[src/design/msfd_pkg.sv]
// msfd_pkg: shared types, constants and helpers for the multi-switch frame decoder
// used by msfd_parser, msfd_banks and multi_switch_frame_decoder
`default_nettype none

package msfd_pkg;

  localparam int GROUPS = 8;
  localparam int GRP_W  = (GROUPS > 1) ? $clog2(GROUPS) : 1;

  localparam int POS_W = 10;
  localparam logic [POS_W-1:0] POS_MAX = POS_W'(1023);

  localparam int CFG_IDX_W = 2;
  localparam logic [CFG_IDX_W-1:0] CFG_SWITCH_BASE = 2'd0;
  localparam logic [CFG_IDX_W-1:0] CFG_LED_BASE    = 2'd1;
  localparam logic [CFG_IDX_W-1:0] CFG_SOURCE      = 2'd2;
  localparam logic [CFG_IDX_W-1:0] CFG_REALM       = 2'd3;

  localparam logic [7:0] SWITCH_BASE_RST = 8'd240;
  localparam logic [7:0] LED_BASE_RST    = 8'd248;
  localparam logic [7:0] SOURCE_RST      = 8'hEA;
  localparam logic [7:0] REALM_RST       = 8'hA1;

  typedef struct packed {
    logic [7:0] data_byte;
    logic       frame_start;
  } in_word_t;

  typedef struct packed {
    logic [63:0] switches_word;
    logic [63:0] leds_word;
    logic        has_data;
  } out_word_t;

  typedef struct packed {
    logic [7:0] switch_base_address;
    logic [7:0] led_base_address;
    logic [7:0] expected_source;
    logic [7:0] switch_realm;
  } cfg_t;

  // one bank write, already decoded to a group
  typedef struct packed {
    logic             sw_we;
    logic [GRP_W-1:0] sw_idx;
    logic             led_we;
    logic [GRP_W-1:0] led_idx;
    logic [7:0]       value;
  } wr_req_t;

  // bit i set when 2-bit pair i of the value is nonzero
  function automatic logic [7:0] squeeze_pairs(input logic [15:0] v);
    logic [7:0] r;
    r = '0;
    for (int i = 0; i < 8; i++) begin
      r[i] = |v[2*i +: 2];
    end
    return r;
  endfunction

endpackage

`default_nettype wire

[src/design/msfd_parser.sv]
// msfd_parser: byte position tracking, header checks and command decoding
// depends on msfd_pkg; produces one bank write request per word
`default_nettype none

module msfd_parser import msfd_pkg::*; (
  input  wire logic     clk_i,
  input  wire logic     rst_ni,
  input  wire logic     step_i,
  input  wire in_word_t word_i,
  input  wire cfg_t     cfg_i,
  output wr_req_t       wr_req_o
);

  localparam logic [7:0] CMD_SET    = 8'h01;
  localparam logic [7:0] CMD_SET4   = 8'h07;
  localparam logic [7:0] CMD_SET64  = 8'h08;
  localparam logic [7:0] CMD_SET4M  = 8'h09;
  localparam logic [7:0] DEST_LOW   = 8'hC0;
  localparam logic [7:0] DEST_HIGH  = 8'hCF;

  logic [POS_W-1:0] pos_q, pos_d, pos;
  logic             dest_ok_q, dest_ok_d, src_ok_q, src_ok_d, realm_ok_q, realm_ok_d;
  logic [7:0]       cmd_q, cmd_d;
  logic [7:0]       aoc_q, aoc_d;
  logic [7:0]       entry_addr_q, entry_addr_d;
  logic [7:0]       held_q, held_d;
  logic [1:0]       phase_q, phase_d;
  logic [7:0]       done_q, done_d;

  logic             grp_we;
  logic [7:0]       grp_addr;
  logic             set64_we;
  logic [7:0]       value;
  logic [7:0]       b;
  logic [8:0]       sw_diff, led_diff;
  logic             sw_hit, led_hit;

  always_comb begin
    b          = word_i.data_byte;
    pos        = word_i.frame_start ? '0 : pos_q;
    dest_ok_d  = word_i.frame_start ? 1'b0 : dest_ok_q;
    src_ok_d   = word_i.frame_start ? 1'b0 : src_ok_q;
    realm_ok_d = word_i.frame_start ? 1'b0 : realm_ok_q;
    cmd_d      = word_i.frame_start ? 8'h00 : cmd_q;
    aoc_d        = aoc_q;
    entry_addr_d = entry_addr_q;
    held_d       = held_q;
    phase_d      = phase_q;
    done_d       = done_q;
    grp_we   = 1'b0;
    grp_addr = aoc_q;
    set64_we = 1'b0;
    value    = squeeze_pairs({held_q, b});

    if (pos == POS_W'(3)) begin
      dest_ok_d = (b >= DEST_LOW) && (b <= DEST_HIGH);
    end else if (pos == POS_W'(4)) begin
      src_ok_d = (b == cfg_i.expected_source);
    end else if (pos == POS_W'(5)) begin
      realm_ok_d = (b == cfg_i.switch_realm);
    end else if (pos == POS_W'(6)) begin
      cmd_d = b;
    end else if (pos == POS_W'(7)) begin
      aoc_d   = b;
      phase_d = 2'd0;
      done_d  = 8'd0;
    end else if (pos >= POS_W'(8) && dest_ok_q && src_ok_q && realm_ok_q) begin
      case (cmd_q)
        CMD_SET: begin
          if (pos == POS_W'(8)) begin
            grp_we = 1'b1;
            value  = b;
          end
        end
        CMD_SET4: begin
          if (pos == POS_W'(8)) begin
            held_d = b;
          end else if (pos == POS_W'(9)) begin
            grp_we = 1'b1;
          end
        end
        CMD_SET4M: begin
          if (done_q < aoc_q) begin
            if (phase_q == 2'd0) begin
              entry_addr_d = b;
              phase_d      = 2'd1;
            end else if (phase_q == 2'd1) begin
              held_d  = b;
              phase_d = 2'd2;
            end else begin
              grp_we   = 1'b1;
              grp_addr = entry_addr_q;
              done_d   = done_q + 8'd1;
              phase_d  = 2'd0;
            end
          end
        end
        CMD_SET64: begin
          if (pos == POS_W'(8)) begin
            entry_addr_d = b & 8'h07;
          end else if (pos == POS_W'(9)) begin
            held_d = b;
          end else if (pos == POS_W'(10)) begin
            set64_we = (aoc_q == cfg_i.switch_base_address) &&
                       (entry_addr_q < 8'(GROUPS));
          end
        end
        default: begin
        end
      endcase
    end

    pos_d = (pos < POS_MAX) ? pos + POS_W'(1) : POS_MAX;

    // switch range wins when an address falls in both
    sw_diff  = {1'b0, grp_addr} - {1'b0, cfg_i.switch_base_address};
    led_diff = {1'b0, grp_addr} - {1'b0, cfg_i.led_base_address};
    sw_hit   = !sw_diff[8] && (sw_diff[7:0] < 8'(GROUPS));
    led_hit  = !led_diff[8] && (led_diff[7:0] < 8'(GROUPS));

    wr_req_o.value   = value;
    wr_req_o.sw_we   = set64_we || (grp_we && sw_hit);
    wr_req_o.sw_idx  = set64_we ? entry_addr_q[GRP_W-1:0] : sw_diff[GRP_W-1:0];
    wr_req_o.led_we  = grp_we && !sw_hit && led_hit;
    wr_req_o.led_idx = led_diff[GRP_W-1:0];
  end

  always_ff @(posedge clk_i or negedge rst_ni) begin
    if (!rst_ni) begin
      pos_q        <= '0;
      dest_ok_q    <= 1'b0;
      src_ok_q     <= 1'b0;
      realm_ok_q   <= 1'b0;
      cmd_q        <= '0;
      aoc_q        <= '0;
      entry_addr_q <= '0;
      held_q       <= '0;
      phase_q      <= '0;
      done_q       <= '0;
    end else if (step_i) begin
      pos_q        <= pos_d;
      dest_ok_q    <= dest_ok_d;
      src_ok_q     <= src_ok_d;
      realm_ok_q   <= realm_ok_d;
      cmd_q        <= cmd_d;
      aoc_q        <= aoc_d;
      entry_addr_q <= entry_addr_d;
      held_q       <= held_d;
      phase_q      <= phase_d;
      done_q       <= done_d;
    end
  end

endmodule

`default_nettype wire

[src/design/msfd_banks.sv]
// msfd_banks: switch and led group registers plus the data-seen flag
// depends on msfd_pkg; the registers double as the result payload
`default_nettype none

module msfd_banks import msfd_pkg::*; (
  input  wire logic    clk_i,
  input  wire logic    rst_ni,
  input  wire logic    step_i,
  input  wire wr_req_t wr_req_i,
  output out_word_t    word_o
);

  logic [7:0] sw_bank_q  [GROUPS];
  logic [7:0] led_bank_q [GROUPS];
  logic       seen_q;

  always_ff @(posedge clk_i or negedge rst_ni) begin
    if (!rst_ni) begin
      for (int g = 0; g < GROUPS; g++) begin
        sw_bank_q[g]  <= '0;
        led_bank_q[g] <= '0;
      end
      seen_q <= 1'b0;
    end else if (step_i) begin
      if (wr_req_i.sw_we) begin
        sw_bank_q[wr_req_i.sw_idx] <= wr_req_i.value;
      end
      if (wr_req_i.led_we) begin
        led_bank_q[wr_req_i.led_idx] <= wr_req_i.value;
      end
      if (wr_req_i.sw_we || wr_req_i.led_we) begin
        seen_q <= 1'b1;
      end
    end
  end

  // groups past GROUPS read as zero
  always_comb begin
    word_o = '0;
    for (int g = 0; g < GROUPS; g++) begin
      word_o.switches_word[8*g +: 8] = sw_bank_q[g];
      word_o.leds_word[8*g +: 8]     = led_bank_q[g];
    end
    word_o.has_data = seen_q;
  end

endmodule

`default_nettype wire

[src/design/multi_switch_frame_decoder.sv]
// multi_switch_frame_decoder: top level with input register, handshake and config registers
// depends on msfd_pkg, msfd_parser and msfd_banks
`default_nettype none

// Decodes switch control frames arriving one byte per word and keeps eight
// switch groups, eight led groups and a data-seen flag. Every accepted input
// word yields exactly one output word carrying both banks and the flag as they
// stand after that byte. A word is held in the input register and then passes
// through the byte decoder into the bank registers; a new word is taken every
// cycle while the output side keeps up, the rate being set by the single
// register-to-register pass through the byte decoder. Configuration registers
// are written through cfg_we_i/cfg_index_i/
// cfg_data_i and must only change while no word is in flight.
module multi_switch_frame_decoder import msfd_pkg::*; (
  input  wire logic                 clk_i,
  input  wire logic                 rst_ni,
  // input words
  input  wire logic                 in_valid_i,
  output logic                      in_stall_o,
  input  wire in_word_t             in_word_i,
  // result words
  output logic                      out_valid_o,
  input  wire logic                 out_stall_i,
  output out_word_t                 out_word_o,
  // configuration writes
  input  wire logic                 cfg_we_i,
  input  wire logic [CFG_IDX_W-1:0] cfg_index_i,
  input  wire logic [7:0]           cfg_data_i
);

  cfg_t     cfg_q;
  in_word_t s1_word_q;
  logic     s1_valid_q;
  logic     out_valid_q;
  logic     out_ready;
  logic     step;
  logic     in_take;
  wr_req_t  wr_req;

  // output register is free when empty or being taken
  assign out_ready  = !out_valid_q || !out_stall_i;
  // move the staged word through the decoder into the banks
  assign step       = s1_valid_q && out_ready;
  assign in_stall_o = s1_valid_q && !out_ready;
  assign in_take    = in_valid_i && !in_stall_o;
  assign out_valid_o = out_valid_q;

  // config registers
  always_ff @(posedge clk_i or negedge rst_ni) begin
    if (!rst_ni) begin
      cfg_q.switch_base_address <= SWITCH_BASE_RST;
      cfg_q.led_base_address    <= LED_BASE_RST;
      cfg_q.expected_source     <= SOURCE_RST;
      cfg_q.switch_realm        <= REALM_RST;
    end else if (cfg_we_i) begin
      case (cfg_index_i)
        CFG_SWITCH_BASE: cfg_q.switch_base_address <= cfg_data_i;
        CFG_LED_BASE:    cfg_q.led_base_address    <= cfg_data_i;
        CFG_SOURCE:      cfg_q.expected_source     <= cfg_data_i;
        CFG_REALM:       cfg_q.switch_realm        <= cfg_data_i;
        default: begin
        end
      endcase
    end
  end

  // input stage and output valid
  always_ff @(posedge clk_i or negedge rst_ni) begin
    if (!rst_ni) begin
      s1_valid_q  <= 1'b0;
      out_valid_q <= 1'b0;
    end else begin
      if (in_take) begin
        s1_valid_q <= 1'b1;
      end else if (step) begin
        s1_valid_q <= 1'b0;
      end
      if (step) begin
        out_valid_q <= 1'b1;
      end else if (!out_stall_i) begin
        out_valid_q <= 1'b0;
      end
    end
  end

  // payload register, no reset needed
  always_ff @(posedge clk_i) begin
    if (in_take) begin
      s1_word_q <= in_word_i;
    end
  end

  msfd_parser u_parser (
    .clk_i    (clk_i),
    .rst_ni   (rst_ni),
    .step_i   (step),
    .word_i   (s1_word_q),
    .cfg_i    (cfg_q),
    .wr_req_o (wr_req)
  );

  // the banks only change on a step, so they hold while the result is stalled
  msfd_banks u_banks (
    .clk_i    (clk_i),
    .rst_ni   (rst_ni),
    .step_i   (step),
    .wr_req_i (wr_req),
    .word_o   (out_word_o)
  );

  // banks never change without a word moving into the output
  a_banks_move_on_step: assert property (@(posedge clk_i) disable iff (!rst_ni)
    !$stable(out_word_o) |-> $past(step))
    else $error("bank contents changed without a step");

  // data-seen flag is sticky
  a_seen_sticky: assert property (@(posedge clk_i) disable iff (!rst_ni)
    !$fell(out_word_o.has_data))
    else $error("has_data dropped");

  // flag rises only from an applied write
  a_seen_from_write: assert property (@(posedge clk_i) disable iff (!rst_ni)
    $rose(out_word_o.has_data) |-> $past(step && (wr_req.sw_we || wr_req.led_we)))
    else $error("has_data rose without a write");

  // stalling the input only when a word is staged
  a_stall_needs_word: assert property (@(posedge clk_i) disable iff (!rst_ni)
    in_stall_o |-> s1_valid_q)
    else $error("input stalled with empty stage");

  // a step always produces a result word
  a_step_gives_result: assert property (@(posedge clk_i) disable iff (!rst_ni)
    step |=> out_valid_q)
    else $error("step lost a result");

endmodule

`default_nettype wire

[config.mk]
export PLATFORM = sky130hd
export DESIGN_NAME = multi_switch_frame_decoder
export DESIGN_NICKNAME = d
export VERILOG_FILES = /design/src/design/msfd_pkg.sv /design/src/design/msfd_parser.sv /design/src/design/msfd_banks.sv /design/src/design/multi_switch_frame_decoder.sv
export SDC_FILE = /design/constraint.sdc
export NUM_CORES = 1
export LEC_CHECK = 0
export BUFFER_PORTS_ARGS = -buffer_cell sky130_fd_sc_hd__buf_2
export CORE_UTILIZATION = 26
export CTS_CLUSTER_DIAMETER = 120
export CTS_CLUSTER_SIZE = 40
export DETAILED_ROUTE_END_ITERATION = 7
export HOLD_SLACK_MARGIN = 0.08
export RECOVER_POWER = 50
export REMOVE_ABC_BUFFERS = 1
export SKIP_LAST_GASP = 1
export SLEW_MARGIN = 10
export SYNTH_ARGS = -nofsm -noshare
export SYNTH_HDL_FRONTEND = slang
export SYNTH_SLANG_ARGS = --single-unit
[constraint.sdc]
create_clock -name clk_i -period 6.8 [get_ports clk_i]
set_clock_uncertainty 0.2 [all_clocks]
set_input_delay 0.34 -clock clk_i [delete_from_list [all_inputs] [get_ports clk_i]]
set_output_delay 0.34 -clock clk_i [all_outputs]
set_load 0.02 [all_outputs]
# Yosys cells after proc, flatten, opt, wreduce, memory -nomap -nowiden
# Index checks and enable logic that the tools add are counted.
# op_classes
n_reduce_logical	55
magnitude_cmp	12
n_eq_ne	30
bitwise_logic	7
muxes	91
n_addsub	4
# op_table
op	n
two-way mux 8 bit	40
bitwise mux 64 bit	2
demux 8 bit (select 3 bit)	2
equality test 10 x 3 -> 1 bit (second input constant)	4
two-way mux 1 bit	35
equality test 10 x 4 -> 1 bit (second input constant)	3
equality test 8 bit	3
< comparator 8 x 4 -> 1 bit (second input constant)	3
one-hot mux 8 bit (3 select lines)	1
two-way mux 10 bit	2
inequality test 2 x 1 -> 1 bit (second input constant)	9
subtractor 8 x 8 -> 9 bit	2
equality test 8 x 4 -> 1 bit (second input constant)	2
one-hot mux 8 bit (2 select lines)	1
AND reduction 2 bit	8
OR reduction 2 bit	8
logical AND 1 bit	15
AND reduction 14 bit	1
two-way mux 2 bit	6
nonzero test 2 bit	6
AND reduction 11 bit	1
adder 10 x 1 -> 10 bit (second input constant)	1
equality test 10 x 2 -> 1 bit (second input constant)	1
>= comparator 10 x 4 -> 1 bit (second input constant)	1
other kinds (23)	42
# word_totals
in_bits	24
ff_bits	227

# Longest topological paths before layout
# logic_depth
word_depth	19
depth_mapped	17
depth_no_buf	16

# By module
# From an unflattened synthesis, not the netlist that was laid out.
# unflattened
cells_unflattened	855
area_unflattened_um2	10622.7
# by_module_without_submodules
mod	cells_per_inst	seq_area_each_um2	instances	area_each_um2
msfd_banks	298	3228.1	1	4921.0
msfd_parser	472	1376.3	1	4111.4
multi_switch_frame_decoder	85	1142.3	1	1590.3

# Worst setup path before layout
# No wires, ideal clock.
# synth_path
path_type	register -> register
from	register u_parser.pos_q[6]
to	register u_banks.led_bank_q (netlist bit u_banks.word_o[17])
period_less_slack_ns	5.240
arrival_ns	4.914
setup_slack_ns	1.560
setup_time_ns	0.125
t_required_ns	6.475
stages_incl_launch_ff	15
path_buffers	1
cell_sequence	dfrtp_1 > or4_4 > or2_2 > and2_1 > nand4_1 > mux2_2 > ha_1 > nor2b_1 > or4b_2 > o221ai_1 > a211o_1 > nand4b_1 > or4_4 > buf_6 > mux2_4
# synth_between
elab_chain_len	18
elab_cells_between_ends	55
# synth_lines
item	line	rtl
from (decl)	msfd_parser.sv:21	logic [POS_W-1:0] pos_q, pos_d, pos;
from (signal assigned)	msfd_parser.sv:141	pos_q <= pos_d;
two-way mux 10 bit *	msfd_parser.sv:40	pos = word_i.frame_start ? '0 : pos_q;
>= comparator 10 x 4 -> 1 bit	msfd_parser.sv:67	end else if (pos >= POS_W'(8) && dest_ok_q && src_ok_q && realm_ok_q) begin
logical AND 1 bit (3 in series)	msfd_parser.sv:67	
two-way mux 8 bit	msfd_parser.sv:67	
two-way mux 8 bit	msfd_parser.sv:63	end else if (pos == POS_W'(7)) begin
two-way mux 8 bit	msfd_parser.sv:61	end else if (pos == POS_W'(6)) begin
two-way mux 8 bit	msfd_parser.sv:59	end else if (pos == POS_W'(5)) begin
two-way mux 8 bit	msfd_parser.sv:57	end else if (pos == POS_W'(4)) begin
two-way mux 8 bit	msfd_parser.sv:55	if (pos == POS_W'(3)) begin
subtractor 8 x 8 -> 9 bit (on tied branches)	msfd_parser.sv:117, msfd_parser.sv:116	
NOT 3 -> 4 bit (implied by the code) (tied with other cells)	msfd_banks.sv:29	led_bank_q[wr_req_i.led_idx] <= wr_req_i.value;
>= comparator 4 bit (implied by the code) (tied with other cells)	msfd_banks.sv:29	
logical AND 1 bit (implied by the code) or zero test 1 bit (tied branches)	msfd_banks.sv:29, msfd_parser.sv:124	
two-way mux 8 bit (implied by the code) or logical AND 1 bit (tied branches)	msfd_banks.sv:29, msfd_parser.sv:124	
demux 8 bit (select 3 bit) or logical AND 1 bit (tied branches)	msfd_banks.sv:29, msfd_parser.sv:124	
bitwise mux 64 bit or AND reduction 2 bit (tied branches)	--	
to (signal, indexed assignment)	msfd_banks.sv:29	
to (decl)	msfd_banks.sv:14	logic [7:0] led_bank_q [GROUPS];
# Mark *: on every way between the ends. The rest lies on a longest branch, timed or not.
# A chain may end at the register's enable or synchronous reset.

# Worst setup path in the final report
# layout_path
from	register u_parser.done_q[2]
to	register u_banks.led_bank_q (netlist bit u_banks.word_o[34])
# layout_between
elab_chain_len	16
elab_cells_between_ends	36
# layout_lines
item	line	rtl
from (decl)	msfd_parser.sv:28	logic [7:0] done_q, done_d;
from (signal assigned)	msfd_parser.sv:150	done_q <= done_d;
< comparator 8 bit *	msfd_parser.sv:83	if (done_q < aoc_q) begin
two-way mux 8 bit	msfd_parser.sv:83	
two-way mux 8 bit	msfd_parser.sv:68	case (cmd_q)
two-way mux 8 bit	msfd_parser.sv:67	
two-way mux 8 bit	msfd_parser.sv:63	
two-way mux 8 bit	msfd_parser.sv:61	
two-way mux 8 bit	msfd_parser.sv:59	
two-way mux 8 bit	msfd_parser.sv:57	
two-way mux 8 bit	msfd_parser.sv:55	
subtractor 8 x 8 -> 9 bit (on tied branches)	msfd_parser.sv:117, msfd_parser.sv:116	
NOT 3 -> 4 bit (implied by the code) (tied with other cells)	msfd_banks.sv:29	
>= comparator 4 bit (implied by the code) (tied with other cells)	msfd_banks.sv:29	
logical AND 1 bit (implied by the code) or zero test 1 bit (tied branches)	msfd_banks.sv:29, msfd_parser.sv:124	
two-way mux 8 bit (implied by the code) or logical AND 1 bit (tied branches)	msfd_banks.sv:29, msfd_parser.sv:124	
demux 8 bit (select 3 bit) or logical AND 1 bit (tied branches)	msfd_banks.sv:29, msfd_parser.sv:124	
bitwise mux 64 bit or AND reduction 2 bit (tied branches)	--	
# Marks and branches as above.

==> flow_metrics.py <==
metrics = {
    "min_path": {
        "min_path_type": "flip-flop to flip-flop",
        "hp-start": "u_banks.seen_q",
        "hold-path-cell-count": 1,
        "hold-path-endpoint": "u_banks.seen_q",
    },
    "floorplanning": {
        "initial_core_util_pct": 26.5,
        "core_um2": 41000,
        "die_h_um": 206,
        "placementRows": 74,
        "dieArea_um2": 42600,
        "die_w_um": 206,
        "pin_count": 155,
    },
    "worst_setup_path": {
        "crit_chain": "ha_1, or4_1, a21oi_1, or3_1, nand4_1, mux2i_1, ha_1, fa_1, nand2b_1, a21oi_1, or4_1, nand3_1, nand4b_1, buf_4, or4_4, mux2_4",
        "r2r_cells": 16,
        "required_ns": 6.99,
        "startpoint_type": "flip-flop",
        "crit_path_end_kind": "flip-flop",
        "slowest_delay_ns": 0.61,
        "worstPathMaxFanout": 10,
        "worstPathArrival_ns": 5.55,
        "rr_endpoint": "u_banks.word_o[34]",
        "cp_top_family": "simple AND/OR/NAND/NOR gates",
        "cp_num_buf_inv": 1,
        "slowest_stage": "or4_4",
        "worstReg2RegStart": "u_parser.done_q[2]",
        "r2r_setup_slack_ns": 1.44,
        "path_class": "flip-flop to flip-flop",
    },
    "clock_network": {
        "htreeDepth": 1,
        "cts_resized": 0,
        "cts_tree": "done",
        "clk-insertion-delay-late_ns": 0.51,
        "path_clk_slew_ns": 0.14,
        "cts_root_buf": "clkbuf_16",
        "numCtsBuffers": 11,
        "clk_path_buf_depth": 3,
        "cts.sinks": 227,
    },
    "pwr": {
        "ir_drop_uv": 194,
        "finalPower_mw": 2.67,
        "powerDensity_nw_per_um2": 211,
        "leakage_nw": 5.79,
    },
    "routing": {
        "route.detailed.drc": 9,
        "viasPerCell": 4.76,
        "drt-initial-drc-count": 496,
        "via_count": 7604,
        "drt-total-wl_mm": 28.3,
        "drtAntennaViolNets": 0,
        "drtPass1Iterations": 7,
        "wl_per_cell_um": 17.7,
    },
    "sta": {
        "grt_setup_unrepaired": "no",
        "setup-violations-final": 0,
        "max_freq_mhz": 186,
        "period_share_pct": 78.9,
        "worst_pin_slew_ns": 4.60,
        "hold_violations": 0,
        "setup_tns_ns": 0,
        "worst_hold_slack_ns": 0.284,
        "slew_headroom_pct": -206,
        "slew_viol_final": 85,
        "min_period_ns": 5.36,
        "setup_ws_ns": 1.44,
    },
    "layout": {
        "final-seq-area_um2": 5750,
        "insertedDiodeCount": 0,
        "multi_input_area_um2": 4820,
        "area_delta_synth_final_pct": 16.6,
        "layout.nets": 1116,
        "post-route-util_pct": 30.9,
        "drive_above_1_share_pct": 23.4,
        "fill_cells": 4255,
    },
    "synthesis": {
        "syn_inst": 893,
        "synth-seq-cells": 227,
        "yosysSeqAreaShare_pct": 52.9,
        "synth_largest_area_cell": "dfrtp_1",
        "syn_area_um2": 10900,
        "netlist_top_cells_count": "dfrtp_1 (201), mux2_2 (134), nand2_1 (63), o21ai_0 (54), inv_1 (39)",
        "syn_area_per_cell_um2": 12.2,
        "synth-main-ff-cell": "dfrtp_1",
        "yosys_warnings": 0,
        "synth_top_area_share_pct": 46.3,
        "async_flop_share_pct": 96.0,
        "ys_types": 63,
        "synth_edf_count": 9,
        "post-synth-top-count-cell": "dfrtp_1",
        "synth_area_leaders": "dfrtp_1 (46%), mux2_2 (14%), mux2_4 (4.4%), dfstp_2 (4.1%), ha_1 (3.3%)",
    },
    "place": {
        "dp_hpwl_mm": 20.1,
        "gp_congestion": 0.798,
        "port_buffers": 154,
        "dp_slack_ns": 1.50,
    },
    "grt": {
        "grt_pass1_vias": 7571,
        "grt_antenna_before_repair": 1,
        "track_usage_pct": 13.3,
        "grt_max_degree": 87,
        "grt_pass1_wl_mm": 43.9,
        "grt_overflow_total": 0,
    },
    "outcome": {
        "violations": "DRC, capacitance limit, slew limit",
        "status": "complete, but fails checks",
    },
    "flow_run": {
        "maxCapViolCount": 1,
    },
}
[state kept, by name (all words and copies together), names as in the netlist, 2 cells and up]
signal and cells:
u_parser.aoc_q 8, u_parser.cmd_q 8, u_parser.held_q 8, u_banks.word_o 128
u_parser.pos_q 10, cfg_q 32, s1_word_q 9, u_parser.phase_q 2
u_parser.entry_addr_q 8, u_parser.done_q 8
[kinds of logic (layout without fill, tap and decap cells)]
family | Yosys count | after routing | share of synthesized area, %
flops | 227 | 227 | 52.9
buf+inv | 76 | 248 | 3.01
simple gates | 224 | 224 | 11.4
compound gates | 135 | 135 | 7.89
fa+ha+maj | 31 | 31 | 3.71
xor+xnor | 29 | 29 | 2.34
mux | 171 | 171 | 18.8
[cell type report]
| cell class | count | area share (%) |
|---|---|---|
| Sequential cell | 227 | 45.4 |
| Multi-Input combinational cell | 590 | 38.1 |
| Clock buffer | 11 | 2.17 |
| Inverter | 39 | 1.16 |
| Tap cell | 532 | 5.25 |
| Clock inverter | 6 | 0.711 |
| Timing Repair Buffer | 192 | 7.28 |
[repair_timing]
item,in CTS,in global routing
endpoints found under the hold margin,125,0
hold buffers,21,0
buffers inserted,0,0
[through the flow]
stage                     instances  area, um2
final                          1597      12700
after global routing           1597      12700
after CTS                      1597      12900
after detailed placement       1559      12300
after global placement         1559      12300
after floorplan                 856      10700
[metal layers]
metal / share of wire, % / global-route usage, % / wire, um / vias to the layer above
met3: 3.6 / 1.47 / 1020 / 24
met1: 46 / 18.2 / 13000 / 3880
met4: 1.8 / 3.23 / 523 / 0
met2: 49 / 22.2 / 13700 / 168
met5: 0 / 0 / 0 / -
li1: - / - / - / 3532
[power by group]
part	internal, mW	switching, mW	total, mW
combinational	0.146	0.212	0.358
clock	0.330	0.498	0.828
sequential	1.42	0.0609	1.49
[cells in the final DEF, fill, tap and decap left out, types with 8 or more instances in the layout]
| master | netlist | final |
|---|---|---|
| dfrtp_1 | 201 | 201 |
| nand3_1 | 17 | 17 |
| a22o_1 | 8 | 8 |
| dfstp_2 | 17 | 17 |
| mux2_2 | 134 | 134 |
| nor2_1 | 38 | 38 |
| mux2_4 | 32 | 32 |
| clkbuf_1 | 29 | 145 |
| or3_1 | 11 | 11 |
| o21ai_0 | 54 | 50 |
| ha_1 | 29 | 29 |
| nand2_1 | 63 | 63 |
| a21oi_1 | 26 | 25 |
| dlygate4sd3_1 | 0 | 21 |
| xnor2_1 | 12 | 12 |
| buf_2 | 0 | 10 |
| edfxtp_1 | 9 | 9 |
| inv_1 | 39 | 39 |
| nor3_1 | 16 | 16 |
| nand4_1 | 12 | 12 |
| nand2b_1 | 10 | 10 |
| clkbuf_16 | 0 | 11 |
| xor2_1 | 17 | 17 |
| nor2b_1 | 9 | 9 |
| buf_4 | 1 | 15 |
[worst max path at each step]
stage / start / to / slack (ns) / depth (start not counted)
2_1_floorplan: u_parser.pos_q[6] / u_banks.word_o[21] / 1.59 / 13
3_3_place_gp: u_parser.done_q[2] / u_banks.word_o[34] / 1.59 / 16
3_5_place_dp: u_parser.done_q[3] / u_banks.word_o[34] / 1.50 / 16
4_1_cts: u_parser.done_q[2] / u_banks.word_o[34] / 1.45 / 16
5_1_grt: rst_ni / u_banks.word_o[52] / 0.47 / 3
6_report: u_parser.done_q[2] / u_banks.word_o[34] / 1.44 / 16
Power figures use the tool's default switching activity.
